==> src/tea_block_cipher_unit_defines.svh <==
// Assertion macros for the TEA block cipher unit.
// Included by the top level; no other dependencies.
`ifndef TEA_BLOCK_CIPHER_UNIT_DEFINES_SVH
`define TEA_BLOCK_CIPHER_UNIT_DEFINES_SVH

// same-cycle implication
`define TEA_ASSERT_NOW(label, clk, rst_n, ante, cons) \
    label: assert property (@(posedge clk) disable iff (!(rst_n)) (ante) |-> (cons)) \
        else $error("tea assertion failed: label");

// next-cycle implication
`define TEA_ASSERT_NEXT(label, clk, rst_n, ante, cons) \
    label: assert property (@(posedge clk) disable iff (!(rst_n)) (ante) |=> (cons)) \
        else $error("tea assertion failed: label");

`endif

==> src/tea_pkg.sv <==
// Shared types, constants and round functions of the TEA block cipher unit.
// No dependencies.
`default_nettype none

package tea_pkg;

    localparam logic [31:0] TEA_DELTA = 32'h9E37_79B9;

    localparam logic [31:0] KEY0_RESET = 32'd1337;
    localparam logic [31:0] KEY1_RESET = 32'd2674;
    localparam logic [31:0] KEY2_RESET = 32'd5348;
    localparam logic [31:0] KEY3_RESET = 32'd10696;

    localparam int CFG_IDX_W = 3;
    localparam logic [CFG_IDX_W-1:0] CFG_KEY0 = 3'd0;
    localparam logic [CFG_IDX_W-1:0] CFG_KEY1 = 3'd1;
    localparam logic [CFG_IDX_W-1:0] CFG_KEY2 = 3'd2;
    localparam logic [CFG_IDX_W-1:0] CFG_KEY3 = 3'd3;

    localparam logic ACT_ENCIPHER = 1'b0;
    localparam logic ACT_DECIPHER = 1'b1;

    typedef struct packed {
        logic        action;
        logic [31:0] y;
        logic [31:0] z;
        logic        last;
    } t_blk;

    typedef struct packed {
        logic [31:0] a;
        logic [31:0] b;
        logic [31:0] c;
        logic [31:0] d;
    } t_key;

    function automatic logic [31:0] tea_mix(input logic [31:0] v, input logic [31:0] s,
                                            input logic [31:0] ka, input logic [31:0] kb);
        tea_mix = ((v << 4) + ka) ^ (v + s) ^ ((v >> 5) + kb);
    endfunction

    function automatic logic [31:0] tea_sum(input logic [31:0] n);
        logic [63:0] prod;
        prod    = 64'(TEA_DELTA) * 64'(n);
        tea_sum = prod[31:0];
    endfunction

endpackage

`default_nettype wire

==> src/tea_out_skid.sv <==
// Output register with a skid entry; parts the pipeline from the receiver.
// Depends on tea_pkg.
`default_nettype none

module tea_out_skid
    import tea_pkg::*;
(
    input  wire logic i_clk,
    input  wire logic i_rst_n,
    input  wire logic i_valid,
    input  wire t_blk i_blk,
    input  wire logic i_stall,
    output logic      o_ready,
    output logic      o_skid_valid,
    output logic      o_valid,
    output t_blk      o_blk
);

    logic r_out_valid;
    logic r_skid_valid;
    t_blk r_out;
    t_blk r_skid;
    logic take;
    logic room;
    logic push;

    assign take = r_out_valid & ~i_stall;
    assign room = take | ~r_out_valid;
    assign push = ~r_skid_valid & i_valid;

    always_ff @(posedge i_clk) begin
        if (!i_rst_n) begin
            r_out_valid  <= 1'b0;
            r_skid_valid <= 1'b0;
        end else if (r_skid_valid && room) begin
            r_out_valid  <= 1'b1;
            r_skid_valid <= 1'b0;
        end else if (push) begin
            r_out_valid  <= 1'b1;
            r_skid_valid <= ~room;
        end else if (take) begin
            r_out_valid  <= 1'b0;
        end
    end

    always_ff @(posedge i_clk) begin
        if (r_skid_valid && room) begin
            r_out <= r_skid;
        end else if (push && room) begin
            r_out <= i_blk;
        end else if (push) begin
            r_skid <= i_blk;
        end
    end

    assign o_ready      = ~r_skid_valid;
    assign o_skid_valid = r_skid_valid;
    assign o_valid      = r_out_valid;
    assign o_blk        = r_out;

endmodule

`default_nettype wire

==> config.mk <==
export PLATFORM = sky130hd
export DESIGN_NAME = tea_out_skid
export DESIGN_NICKNAME = d
export VERILOG_FILES = /design/src/tea_block_cipher_unit_defines.svh /design/src/tea_pkg.sv /design/src/tea_out_skid.sv
export SDC_FILE = /design/constraint.sdc
export NUM_CORES = 1
export LEC_CHECK = 0
export ABC_AREA = 1
export BUFFER_PORTS_ARGS = -buffer_cell sky130_fd_sc_hd__buf_2
export CAP_MARGIN = 25
export CELL_PAD_IN_SITES_DETAIL_PLACEMENT = 1
export CELL_PAD_IN_SITES_GLOBAL_PLACEMENT = 2
export CORE_AREA = 2 2 126 116
export DETAILED_ROUTE_END_ITERATION = 7
export DIE_AREA = 0 0 128 118
export GPL_ROUTABILITY_DRIVEN = 0
export PLACE_DENSITY = 0.87
export SYNTH_ARGS = -nofsm -noshare
export SYNTH_HDL_FRONTEND = slang
export SYNTH_SLANG_ARGS = --single-unit
==> constraint.sdc <==
create_clock -name i_clk -period 8.75 [get_ports i_clk]
set_input_delay 0.4375 -clock i_clk [delete_from_list [all_inputs] [get_ports i_clk]]
set_output_delay 0.4375 -clock i_clk [all_outputs]
set_load 0.02 [all_outputs]
; Word level (Yosys, flattened, before mapping)
; Cells that the tools add are included.
[classes]
addsub = 0
mul = 0
n_div = 0
magnitude_cmp = 0
eq_ne = 0
shift = 0
mux = 5
bitwise = 10
n_reduce_logical = 6
[op_table]
columns = op, n
row1 = $mux W66, 2
row2 = $not A1 Y1, 7
row3 = $mux W1, 3
row4 = $reduce_and A3 Y1, 1
row5 = $reduce_bool A3 Y1, 1
row6 = $and A1 B1 Y1, 2
row7 = $logic_and A1 B1 Y1, 2
row8 = $reduce_bool A2 Y1, 1
row9 = $reduce_or A2 Y1, 1
row10 = $or A1 B1 Y1, 1
[word_totals]
regBits = 134
latch_bits = 0
ram_bits = 0
rom_bits = 0
in_bits = 70
out_inout_bits = 69
n_memories = 0

; Logic depth before layout (Yosys ltp)
[depth]
ltp_word = 6
mapped_depth = 6
depth_no_buf = 4

; Worst setup path before layout
; No wires, ideal clock.
[synth_path]
path_type = register -> register
start = register r_skid_valid, in the netlist o_skid_valid
end = register r_out, in the netlist o_blk[0] (enable)
setup_time_ns = 0.512
arrival_ns = 3.995
setup_slack_ns = 4.243
path_stages_with_launch = 5
path_buffers = 2
synth_period_minus_slack_ns = 4.507
path_cell_list = dfxtp_1 > buf_4 > buf_6 > nor2_1 > a21oi_1
[synth_between]
elab_chain_cells = 4
elab_cells_between_ends = 5
classes_between = bitwise: 2 / reduce/logical: 3
[synth_rtl]
columns = element, line
row1 = "start, declared", tea_out_skid.sv:20  ; logic r_skid_valid;
row2 = "start signal, assigned", tea_out_skid.sv:40  ; r_skid_valid <= ~room;
row3 = $not A1 Y1, tea_out_skid.sv:29  ; assign push = ~r_skid_valid & i_valid;
row4 = $and A1 B1 Y1, tea_out_skid.sv:29
row5 = $logic_and A1 B1 Y1, tea_out_skid.sv:49  ; end else if (push && room) begin
row6 = $reduce_bool A2 Y1 (no source line) *, -
row7 = "end signal, assigned", tea_out_skid.sv:48  ; r_out <= r_skid;
row8 = "end signal, assigned", tea_out_skid.sv:50  ; r_out <= i_blk;
row9 = "end, declared", tea_out_skid.sv:21  ; t_blk r_out;
; Every way passes the cells marked *; elsewhere a longest branch is shown, timed or not.
; A chain may end at the register's enable or synchronous reset.

; Final worst setup path
[layout_path]
start = register r_skid_valid, in the netlist o_skid_valid
end = register r_out, in the netlist o_blk[28] (enable)
; Same word-level chain as after synthesis.

==> results.json <==
{
  "cp.required_ns": 8.78,
  "drt_wl_total_um": 10900,
  "max-slew-margin-rel": 0.399,
  "min_path_type": "input pin to flip-flop",
  "design.portCount": 139,
  "clock_sinks": 134,
  "netlist_area_mm2": 0.00501,
  "diodes": 0,
  "rsz0062_at_grt": "no",
  "status": "completed",
  "grt_pass1_wl_um": 17400,
  "place_area_mm2": 0.00585,
  "yosys_warnings": 0,
  "die_w_um": 128,
  "synth.area.top_cells": "edfxtp_1 (79%), nand2_1 (10%), nand3_1 (6.6%), buf_2 (0.90%), buf_4 (0.90%)",
  "r2r_slack_ns": 6.33,
  "yosysSeqAreaShare": 0.800,
  "root_buffer": "clkbuf_16",
  "start_kind": "flip-flop",
  "worstPathMaxFanout": 70,
  "setup_viol": 0,
  "htreeDepth": 4,
  "synth_nets": 434,
  "overflow": 0,
  "ys.flop_type": "edfxtp_1",
  "grt_max_degree": 71,
  "drc": 0,
  "crit_path_end": "o_blk[28]",
  "finClkSkew_ns": 0.0108,
  "worstRegToRegCells": 4,
  "ant_nets": 0,
  "dp_hpwl_um": 6790,
  "cts_buffer_depth": 2,
  "maxCapViolCount": 0,
  "syn_avg_cell_area_um2": 13.8,
  "r2r_start": "o_skid_valid",
  "worst_slew_pin_slew_ns": 0.902,
  "fp.dieArea_mm2": 0.0151,
  "antenna_found_initial": 1,
  "dieHeight_um": 118,
  "fin_tns_setup_ns": 0,
  "power_leakage_nw": 2.65,
  "synthArstFlopShare": 0,
  "crit_path_end_kind": "flip-flop",
  "period_share": 0.277,
  "cts_buffers": 17,
  "vias": 3233,
  "final_design_area_no_fill_mm2": 0.00633,
  "max_freq_mhz": 413,
  "period_minus_slack_ns": 2.42,
  "top_layer_used": "met4",
  "layout-drive-gt1-share": 0.326,
  "synth_top_cell_by_area": "edfxtp_1",
  "cts_tree": "done",
  "critical_path_arrival_ns": 2.45,
  "final_nets": 574,
  "start_util": 0.364,
  "cts_resized": 0,
  "syn_inst": 364,
  "synth_top_area_share": 0.792,
  "insertion_delay_ns": 0.41,
  "dr.pass1.iters": 4,
  "first_global_vias": 3359,
  "wl_per_cell_um": 15.8,
  "synth_most_common_cell": "nand2_1",
  "placementRows": 41,
  "wl_met1_um": 4830,
  "port-buffer-count": 138,
  "max-vdd-ir-drop_mv": 0.110,
  "synth_cell_type_count": 13,
  "postCtsSetupBuffers": 0,
  "area_delta_synth_final_pct": 26.5,
  "cts-hold-fix-buffers": 0,
  "grtUsageTotal": 0.152,
  "ys_top_cells_by_count": "nand2_1 (133), edfxtp_1 (132), nand3_1 (66)",
  "slew_viol_final": 0,
  "crit_start": "o_skid_valid",
  "final_hold_viol_count": 0,
  "powerDensity_mw_per_mm2": 230,
  "wl_met3_um": 711,
  "ys_ff_latch": 134,
  "r2r-end": "o_blk[28]",
  "route.met2.wl_um": 5190,
  "drt_iter0_markers": 204,
  "crit_type": "flip-flop to flip-flop",
  "path_clk_slew_ns": 0.05,
  "core_mm2": 0.0137,
  "vias_per_cell": 4.70,
  "synth_edf_count": 132
}
-- routing by layer --
| metal | global-route usage | up-vias |
|---|---|---|
| li1 | - | 1564 |
| met1 | 0.188 | 1546 |
| met3 | 0.0573 | 16 |
| met5 | 0 | - |
| met4 | 0.0639 | 0 |
| met2 | 0.238 | 107 |
-- where the power goes --
part	switching (mW)	total, mW	internal [mW]
registers	0.00836	0.751	0.743
clock network	0.239	0.591	0.352
logic	0.0770	0.112	0.0351
-- critical path, stage by stage, from the launching register on --
cell and delay [ns]:
dfxtp_2 0.31, buf_4 0.59, nor2_1 0.23, a21oi_4 0.15, buf_4 0.72
-- stage by stage --
stage                     setup WS, ns  utilization  hold slack (ns)  total power [mW]  std cells
after detailed placement          6.15        0.426            0.538             0.878        657
after global routing              6.16        0.461            0.191              1.51        688
final                             6.33        0.461            0.208              1.45        688
after floorplan                   4.24            -            0.524             0.827        364
after global placement            5.99        0.424            0.530             0.873        656
after CTS                         6.28        0.461            0.192              1.47        688
-- state kept, by name (all words and copies together) (netlist names) --
signal and flops:
o_blk 66, r_skid 66, o_skid_valid 1, o_valid 1
-- how the worst min path moves through the flow --
stage	from	to	cells after the start
6_report	i_blk[43]	r_skid[43]	1
5_1_grt	i_blk[43]	r_skid[43]	1
4_1_cts	i_blk[43]	r_skid[43]	1
3_5_place_dp	r_skid[11]	o_blk[11]	2
3_3_place_gp	r_skid[4]	o_blk[4]	2
2_1_floorplan	r_skid[0]	o_blk[0]	2
-- kinds of logic after synthesis --
| logic type | count (synthesis) | synth area share |
|---|---|---|
| compound gates | 2 | 0.00200 |
| buf+inv | 24 | 0.0277 |
| flops | 134 | 0.800 |
| simple gates | 204 | 0.171 |
-- cells in the final DEF, fill, tap and decap left out --
cell type	Yosys	routed
clkinv_1	0	6
a21oi_4	0	1
nand2_1	133	133
nor2_1	2	1
inv_1	2	2
nand3_1	66	66
clkinv_2	0	3
nor3_1	1	1
nor2_4	0	1
dfxtp_1	2	1
clkbuf_16	0	17
a21oi_1	2	1
edfxtp_1	132	132
buf_12	0	1
clkbuf_1	5	5
nand2_2	2	2
buf_4	6	4
dfxtp_2	0	1
buf_2	9	138
-- cell type report --
class / count / area [um^2]
sequential: 134 / 4010
timing repair buffer: 143 / 741
fill: 1464 / 7410
multi-input combinational: 206 / 883
inverter: 2 / 7.51
tap: 172 / 215
clock inverter: 9 / 37.5
clock buffer: 22 / 444
No activity file was read; power rests on OpenSTA's default activity.
