==> config.mk <==
export PLATFORM = sky130hd
export DESIGN_NAME = tea_half_round
export DESIGN_NICKNAME = d
export VERILOG_FILES = /design/src/tea_block_cipher_unit_defines.svh /design/src/tea_pkg.sv /design/src/tea_half_round.sv
export SDC_FILE = /design/constraint.sdc
export NUM_CORES = 1
export LEC_CHECK = 0
export CORE_MARGIN = 1.5
export CORE_UTILIZATION = 41
export CTS_CLUSTER_DIAMETER = 200
export DETAILED_ROUTE_END_ITERATION = 10
export DONT_BUFFER_PORTS = 1
export GPL_ROUTABILITY_DRIVEN = 0
export HOLD_SLACK_MARGIN = 0.12
export PLACE_DENSITY_LB_ADDON = 0.05
export SYNTH_ARGS = -nofsm -noshare
export SYNTH_HDL_FRONTEND = slang
export SYNTH_SLANG_ARGS = --single-unit
==> constraint.sdc <==
create_clock -name i_clk -period 8.95 [get_ports i_clk]
set_input_delay 1.79 -clock i_clk [delete_from_list [all_inputs] [get_ports i_clk]]
set_output_delay 1.79 -clock i_clk [all_outputs]
set_load 0.02 [all_outputs]
==> src/tea_block_cipher_unit_defines.svh <==
// Assertion macros for the TEA block cipher unit.
// Included by the top level; no other dependencies.
`ifndef TEA_BLOCK_CIPHER_UNIT_DEFINES_SVH
`define TEA_BLOCK_CIPHER_UNIT_DEFINES_SVH

// same-cycle implication
`define TEA_ASSERT_NOW(label, clk, rst_n, ante, cons) \
    label: assert property (@(posedge clk) disable iff (!(rst_n)) (ante) |-> (cons)) \
        else $error("tea assertion failed: label");

// next-cycle implication
`define TEA_ASSERT_NEXT(label, clk, rst_n, ante, cons) \
    label: assert property (@(posedge clk) disable iff (!(rst_n)) (ante) |=> (cons)) \
        else $error("tea assertion failed: label");

`endif

==> src/tea_pkg.sv <==
// Shared types, constants and round functions of the TEA block cipher unit.
// No dependencies.
`default_nettype none

package tea_pkg;

    localparam logic [31:0] TEA_DELTA = 32'h9E37_79B9;

    localparam logic [31:0] KEY0_RESET = 32'd1337;
    localparam logic [31:0] KEY1_RESET = 32'd2674;
    localparam logic [31:0] KEY2_RESET = 32'd5348;
    localparam logic [31:0] KEY3_RESET = 32'd10696;

    localparam int CFG_IDX_W = 3;
    localparam logic [CFG_IDX_W-1:0] CFG_KEY0 = 3'd0;
    localparam logic [CFG_IDX_W-1:0] CFG_KEY1 = 3'd1;
    localparam logic [CFG_IDX_W-1:0] CFG_KEY2 = 3'd2;
    localparam logic [CFG_IDX_W-1:0] CFG_KEY3 = 3'd3;

    localparam logic ACT_ENCIPHER = 1'b0;
    localparam logic ACT_DECIPHER = 1'b1;

    typedef struct packed {
        logic        action;
        logic [31:0] y;
        logic [31:0] z;
        logic        last;
    } t_blk;

    typedef struct packed {
        logic [31:0] a;
        logic [31:0] b;
        logic [31:0] c;
        logic [31:0] d;
    } t_key;

    function automatic logic [31:0] tea_mix(input logic [31:0] v, input logic [31:0] s,
                                            input logic [31:0] ka, input logic [31:0] kb);
        tea_mix = ((v << 4) + ka) ^ (v + s) ^ ((v >> 5) + kb);
    endfunction

    function automatic logic [31:0] tea_sum(input logic [31:0] n);
        logic [63:0] prod;
        prod    = 64'(TEA_DELTA) * 64'(n);
        tea_sum = prod[31:0];
    endfunction

endpackage

`default_nettype wire

==> src/tea_half_round.sv <==
// One half round of TEA as a register stage: updates one word of the block.
// Depends on tea_pkg.
`default_nettype none

module tea_half_round
    import tea_pkg::*;
#(
    parameter logic [31:0] ENC_SUM = 32'h9E37_79B9,
    parameter logic [31:0] DEC_SUM = 32'hC6EF_3720,
    parameter bit          HALF    = 1'b0
) (
    input  wire logic i_clk,
    input  wire logic i_rst_n,
    input  wire logic i_en,
    input  wire logic i_valid,
    input  wire t_blk i_blk,
    input  wire t_key i_key,
    output logic      o_valid,
    output t_blk      o_blk
);

    logic        r_valid;
    t_blk        r_blk;
    t_blk        n_blk;
    logic        upd_y;
    logic [31:0] src;
    logic [31:0] dst;
    logic [31:0] ka;
    logic [31:0] kb;
    logic [31:0] sum;
    logic [31:0] mixv;
    logic [31:0] res;

    always_comb begin
        upd_y = (i_blk.action == HALF);
        src   = upd_y ? i_blk.z : i_blk.y;
        dst   = upd_y ? i_blk.y : i_blk.z;
        ka    = upd_y ? i_key.a : i_key.c;
        kb    = upd_y ? i_key.b : i_key.d;
        sum   = (i_blk.action == ACT_DECIPHER) ? DEC_SUM : ENC_SUM;
        mixv  = tea_mix(src, sum, ka, kb);
        res   = (i_blk.action == ACT_DECIPHER) ? (dst - mixv) : (dst + mixv);
        n_blk = i_blk;
        if (upd_y) begin
            n_blk.y = res;
        end else begin
            n_blk.z = res;
        end
    end

    always_ff @(posedge i_clk) begin
        if (!i_rst_n) begin
            r_valid <= 1'b0;
        end else if (i_en) begin
            r_valid <= i_valid;
        end
    end

    always_ff @(posedge i_clk) begin
        if (i_en) begin
            r_blk <= n_blk;
        end
    end

    assign o_valid = r_valid;
    assign o_blk   = r_blk;

endmodule

`default_nettype wire

# After elaboration in Yosys (flattened, before gate mapping)
# Cells that the tools add are included.
classes:
  addsub: 5
  muxes: 8
  bitwise_logic: 2
op_table:
  columns: ["cell", "count"]
  rows:
  - ["$mux W32", 7]
  - ["$add A32 B32 Y32", 3]
  - ["$xor A32 B32 Y32", 2]
  - ["$add A27 B32 Y32", 1]
  - ["$sub A32 B32 Y32", 1]
  - ["$mux W31", 1]
totals:
  ff_bits: 67
  inputBits: 198

# Depth between registers and ports, before layout
# Gate-level depths: netlist of run 1.
logic_depth:
  depth_word: 7
  depth_mapped: 37
  ltp_nobuf: 29

# Worst setup path after synthesis of run 1
# No wires, ideal clock.
synth_timing:
  path_type: "input port to flip-flop"
  startpoint: "in i_blk[65] (netlist name)"
  endpoint: "reg r_blk, in the netlist o_blk[64] (data pin)"
  setup_ns: 0.274
  t_arrival_ns: 9.359
  required_time_ns: 8.676
  slack_ns: -0.684
  cell_stages: 36
  cell_sequence: "buf_4 buf_6 buf_4 clkbuf_1 clkbuf_1 clkbuf_1 clkbuf_1 clkbuf_1 mux2_2 ha_1 fa_1 a21o_1 a21oi_1 xnor3_1 xnor2_1 xnor2_1 nor3b_2 nor3b_2 and4_1 inv_1 nor2_1 nor2_1 xnor2_1 ha_1 a21oi_1 o21ai_0 a21o_1 a21o_1 a2111oi_0 a31oi_1 o21ai_0 o21ai_0 o41ai_1 xnor2_1 o311ai_0 o211ai_1"
synth_rtl:
  columns: ["element", "line_no", "text"]
  rows:
  - ["start: declaration", "tea_half_round.sv:16", "input wire t_blk i_blk,"]
  - ["end signal: assignment", "tea_half_round.sv:61", "r_blk <= n_blk;"]
  - ["end: declaration", "tea_half_round.sv:23", "t_blk r_blk;"]

==> impl_metrics.tcl, run 1 <==
set metrics [dict create \
    status "finished clean" \
    critPathSlowestCell "or4_1" \
    finalSetupTns_ns 0 \
    cts.clk_slew.worst_paths_ns 0.06 \
    criticalPathCategory "input port to flip-flop" \
    area_growth_pct 5.98 \
    cts_resized 0 \
    cp_slowest_stage_delay_ns 0.57 \
    place_inst 1614 \
    start_util_pct 41.6 \
    crit_family "simple AND/OR/NAND/NOR gates" \
    r2r-end "o_valid" \
    ant_nets 0 \
    arrival_ns 8.38 \
    layout_common_cells "xnor2_1 (133), o21ai_0 (101), a21oi_1 (100), nand2_1 (97), mux2_2 (96)" \
    via_per_inst 5.96 \
    clock-sinks 67 \
    async_reset_ff_share_pct 0 \
    path_max_fanout 284 \
    hold_violations 0 \
    crit_path_end_kind "flip-flop" \
    io_pins 265 \
    grt_overflow 0 \
    port_buffers 0 \
    fin_crit_ns 8.31 \
    maxSlewHeadroom_pct 49.1 \
    grt_first_pass_wirelength_um 51500 \
    whs_ns 0.612 \
    timing_worst_slew_pin_value_ns 0.757 \
    fin_util_pct 44.0 \
    ys_seq_elements 67 \
    start_kind "input port" \
    num_rows 60 \
    setup_viol 0 \
    path_buf_inv 1 \
    timing.rr.start "o_valid" \
    clock_path_buffers 2 \
    synth_top_area_cell "edfxtp_1" \
    die_h_um 168 \
    first_global_vias 8862 \
    postSynthAreaPerCell_um2 8.49 \
    cts-root-buf "clkbuf_16" \
    whs_endpoint "o_valid" \
    p_leak_nw 4.70 \
    worstHoldStart "o_valid" \
    syn-num-nets 1607 \
    drc 0 \
    powerDensity_nw_per_um2 302 \
    grt_max_degree 285 \
    finClkSkew_ns 0 \
    drv_cap 0 \
    ff2ff_setup_slack_ns 8.25 \
    synthFlopType "edfxtp_1" \
    yosysSeqAreaShare_pct 18.0 \
    finalNonFillerCells 1630 \
    crit_required_ns 9.01 \
    wl_per_cell_um 21.1 \
    yosys.area.top_type_share_pct 17.8 \
    netlist_area_um2 11100 \
    total_power_mw 3.56 \
    grt_setup_unrepaired "no" \
    fin_nets 1580 \
    die_x_um 168 \
    ys_top_cells_by_area "edfxtp_1 (18%), ha_1 (11%), xnor2_1 (10%)" \
    post_cts_buffers 0 \
    drt-initial-drc-count 751 \
    synthCells 1311 \
    finalMaxSlewViolations 0 \
    synth.distinct_cells 89 \
    track_usage_pct 23.5 \
    layout_worst_path_cycle_share_pct 92.9 \
    core_region_area_um2 26800 \
    final_common_cell "xnor2_1" \
    n_antenna_cell 0 \
    clk_latency_ns 0.32 \
    htree_num_levels 3 \
    cts_buffers 9 \
    yosysWarnings 0 \
    vias 9711 \
    ir_worst_vdd_mv 0.0878 \
    die_area_um2 28200 \
    fillers 2689 \
    drt_first_pass_iters 5 \
    antenna_found_initial 0 \
    synth_edf_count 66 \
    hpwl_um 28100 \
    hold_buffers 0 \
    cts_tree "yes" \
    hp-class "flip-flop to flip-flop" \
    drt-total-wl_um 34300 \
    fmaxAchievable_ghz 0.120 \
    worst-r2r-cell-count 2 \
    whs_path_depth 2 \
    drive_above_1_share_pct 11.9 \
]
[how the worst max path moves through the flow]
stage / start / end / slack (ns) / cells past startpoint
floorplan: i_blk[65] / o_blk[64] / 0.005 / 36
global placement: i_blk[65] / o_blk[64] / 0.58 / 27
detailed placement: i_blk[65] / o_blk[64] / 0.53 / 28
CTS: i_blk[65] / o_blk[64] / 0.87 / 27
global route: i_blk[65] / o_blk[64] / 0.20 / 27
finish: i_blk[65] / o_blk[64] / 0.64 / 27
[routing by layer]
metal  vias up  track usage [%]  wire length [µm]
met5         -                0                 0
met4         0             5.09               515
met3        26             1.74              1970
met2       350             32.9             13400
met1      4515             38.4             18500
li1       4820                -                 -
[logic make-up (layout without fill, tap and decap cells)]
group                    after synthesis  after routing  synth area share, %
buffers and inverters                102             80                 3.77
AND/OR/NAND/NOR                      337            337                 15.7
AO/OA/AOI/OAI                        393            393                 22.6
multiplexers                         119            119                 11.8
flip-flops                            67             67                 18.0
adder cells (fa/ha/maj)               98             98                 11.2
XOR/XNOR                             195            195                 16.9
[flip-flops by register name (all words and copies together), names as in the netlist]
signal	cells
o_blk	66
o_valid	1
[worst register-to-register path: cells and delay by family, from the launching register on]
| kind | cells | cell delay [ns] |
|---|---|---|
| and+or+nand+nor | 1 | 0.10 |
| DFF | 1 | 0.44 |
| muxes | 1 | 0.10 |
[power breakdown]
group | internal [mW] | switching (mW)
sequential | 0.569 | 0.223
clock | 0.301 | 0.124
combinational | 1.01 | 1.34
total | 1.88 | 1.69
[area by class of cell]
cell class / count / area (µm²) / area share, %
multi-input combinational: 1142 / 8730 / 73.9
inverter: 53 / 199 / 1.69
tap: 341 / 427 / 3.61
timing repair buffer: 11 / 82.6 / 0.700
sequential: 67 / 2000 / 17.0
clock inverter: 6 / 138 / 1.17
clock buffer: 10 / 229 / 1.94
[metrics by stage]
step                area [µm²]  worst slack [ns]
floorplan                11200           0.00492
global placement         11400             0.580
detailed placement       11400             0.527
CTS                      11800             0.867
global route             11800             0.205
finish                   11800             0.637
[cells in the mapped netlist (6+ instances only)]
master	number
or4_1	6
and2_1	9
nor3b_1	6
a31oi_1	21
a21boi_0	10
xnor2_1	133
nand4_1	9
o31ai_1	8
xor2_1	49
a21oi_1	101
o211ai_1	7
o21bai_1	14
ha_1	95
and3_1	6
mux2i_1	23
a211oi_1	6
xnor3_1	12
o21a_1	9
edfxtp_1	66
inv_1	53
nor2b_1	19
a21o_1	31
clkbuf_1	37
nand3_1	19
nand2b_1	22
mux2_2	96
nor2_1	78
o22ai_1	8
nor3_1	19
o21ai_0	102
nand2_1	97
Note: power is estimated with default switching activity, not from simulation.
==> run 2: changes to the inputs <==
--- a/config.mk
+++ b/config.mk
@@ -6,13 +6,14 @@
 export NUM_CORES = 1
 export LEC_CHECK = 0
 export CORE_MARGIN = 1.5
-export CORE_UTILIZATION = 41
+export CORE_UTILIZATION = 30
 export CTS_CLUSTER_DIAMETER = 200
 export DETAILED_ROUTE_END_ITERATION = 10
 export DONT_BUFFER_PORTS = 1
 export GPL_ROUTABILITY_DRIVEN = 0
 export HOLD_SLACK_MARGIN = 0.12
 export PLACE_DENSITY_LB_ADDON = 0.05
+export RECOVER_POWER = 50
 export SYNTH_ARGS = -nofsm -noshare
 export SYNTH_HDL_FRONTEND = slang
 export SYNTH_SLANG_ARGS = --single-unit
==> run 2 against run 1 <==
Effect of this change:
- count of clock-buffer cells in the layout grew 1
- register-to-register slack hardly changed
- power down 2.0%
- clock skew unchanged
- first-iteration DRC count is 13% lower
- die area grew 36%
- wire length increased by 13%
- utilization shrank 12 points
- largest power group unchanged
==> impl_metrics.tcl, run 2 (synthesized netlist as in run 1, its figures left out) <==
set metrics [dict create \
    status "finished clean" \
    die_h_um 196 \
    port_buffers 0 \
    hpwl_um 32100 \
    grt_first_pass_wirelength_um 57600 \
    powerDensity_nw_per_um2 294 \
    die_x_um 196 \
    crit_path_end_kind "flip-flop" \
    layout_worst_path_cycle_share_pct 94.1 \
    core_region_area_um2 36600 \
    grt_overflow 0 \
    arrival_ns 8.48 \
    dr_wl_met3_um 1720 \
    whs_path_depth 2 \
    cp_slowest_stage_delay_ns 0.48 \
    track_usage_pct 19.7 \
    start_util_pct 30.4 \
    hp-class "flip-flop to flip-flop" \
    first_global_vias 9021 \
    path_max_fanout 284 \
    dp_slack_ns 0.309 \
    layout_common_cells "xnor2_1 (133), o21ai_0 (101), a21oi_1 (100), nand2_1 (97), mux2_2 (96)" \
    htree_num_levels 3 \
    place_inst 1743 \
    drt-initial-drc-count 656 \
    fin_crit_ns 8.42 \
    cts.clk_slew.worst_paths_ns 0.06 \
    drv_cap 0 \
    fin_nets 1582 \
    setup_viol 0 \
    wl_per_cell_um 22.1 \
    worst-r2r-cell-count 2 \
    finalMaxSlewViolations 0 \
    ir_worst_vdd_mv 0.0885 \
    fillers 3868 \
    antenna_found_initial 0 \
    drt-total-wl_um 38900 \
    clk_latency_ns 0.32 \
    crit_required_ns 9.01 \
    critPathSlowestCell "or4_1" \
    via_per_inst 5.47 \
    vias 9617 \
    timing_worst_slew_pin_value_ns 0.821 \
    grt_setup_unrepaired "no" \
    cts_tree "yes" \
    cts_buffers 9 \
    total_power_mw 3.49 \
    drive_above_1_share_pct 11.9 \
    design_area_um2 11900 \
    dr_wl_met2_um 15300 \
    wl_met1_um 21600 \
    final_common_cell "xnor2_1" \
    n_antenna_cell 0 \
    fmaxAchievable_ghz 0.119 \
    place_area_um2 11600 \
    post_cts_buffers 0 \
    die_area_um2 38300 \
    area_growth_pct 6.64 \
    cts-root-buf "clkbuf_16" \
    drt_first_pass_iters 5 \
    criticalPathCategory "input port to flip-flop" \
    clock_path_buffers 2 \
    grt_max_degree 285 \
    finalWorstSetupSlack_ns 0.530 \
    io_pins 265 \
    maxSlewHeadroom_pct 44.7 \
    start_kind "input port" \
    p_leak_nw 4.67 \
    finClkSkew_ns 0 \
    multiInputGateArea_um2 8730 \
    register_area_um2 2000 \
    hold_violations 0 \
    finalSetupTns_ns 0 \
    finalNonFillerCells 1759 \
    ant_nets 0 \
    drc 0 \
    largest_reg_flops 66 \
    clock-sinks 67 \
    top_layer "met4" \
    num_rows 70 \
]
==> run 2: changes by cell type in the layout (fill, tap and decap cells not counted), sizes merged <==
| cell | before | now |
|---|---|---|
| clkinvlp | 0 | 1 |
| clkbuf | 10 | 11 |
| bufinv | 4 | 0 |
| buf | 11 | 13 |
| clkinv | 2 | 4 |
==> run 2: final cells by class <==
class                           instances  share of cell area (%)
Timing Repair Buffer                   13                   0.822
Inverter                               53                    1.68
Sequential cell                        67                    16.9
Multi-Input combinational cell       1142                    73.5
Clock buffer                           11                    1.96
Tap cell                              468                    4.93
Clock inverter                          5                   0.253
==> run 2: where the power goes <==
part | internal, mW | leakage (nW) | switching, mW
Sequential | 0.569 | 0.653 | 0.230
Clock | 0.186 | 0.127 | 0.127
Combinational | 1.01 | 3.89 | 1.37
Total | 1.76 | 4.67 | 1.73
==> run 2: metal layers <==
metal  vias up  global-route usage (%)
met5         -                       0
met4         0                    2.99
met3        13                    1.56
met2       271                    27.5
met1      4518                    32.6
li1       4815                       -
==> run 2: path summary, 6_finish.rpt <==
| check | startpoint | endpoint | slack (ns) |
|---|---|---|---|
| setup reg to reg | o_valid | o_valid | 8.24 |
| hold reg to reg | o_valid | o_valid | 0.61 |
| setup / recovery | i_blk[65] | o_blk[64] | 0.53 |
| hold / removal | o_valid | o_valid | 0.61 |
==> run 2: worst max-delay path, delay by kind of cell <==
kind,cells,cell delay [ns]
simple gates,13,3.26
compound gates,9,1.89
xor+xnor,4,0.78
fa+ha+maj,2,0.63
==> run 2: timing repair <==
action                     4_1_cts  5_1_grt
resized for setup                0        1
setup endpoints to repair        0        1
hold endpoints to repair         0        0
hold buffers                     0        0
==> run 2: per-stage QoR <==
| step | hold WS [ns] | utilization, % |
|---|---|---|
| floorplan | 0.589 | - |
| global placement | 0.608 | 31.7 |
| detailed placement | 0.608 | 31.7 |
| CTS | 0.618 | 32.4 |
| global route | 0.639 | 32.4 |
| finish | 0.614 | 32.4 |
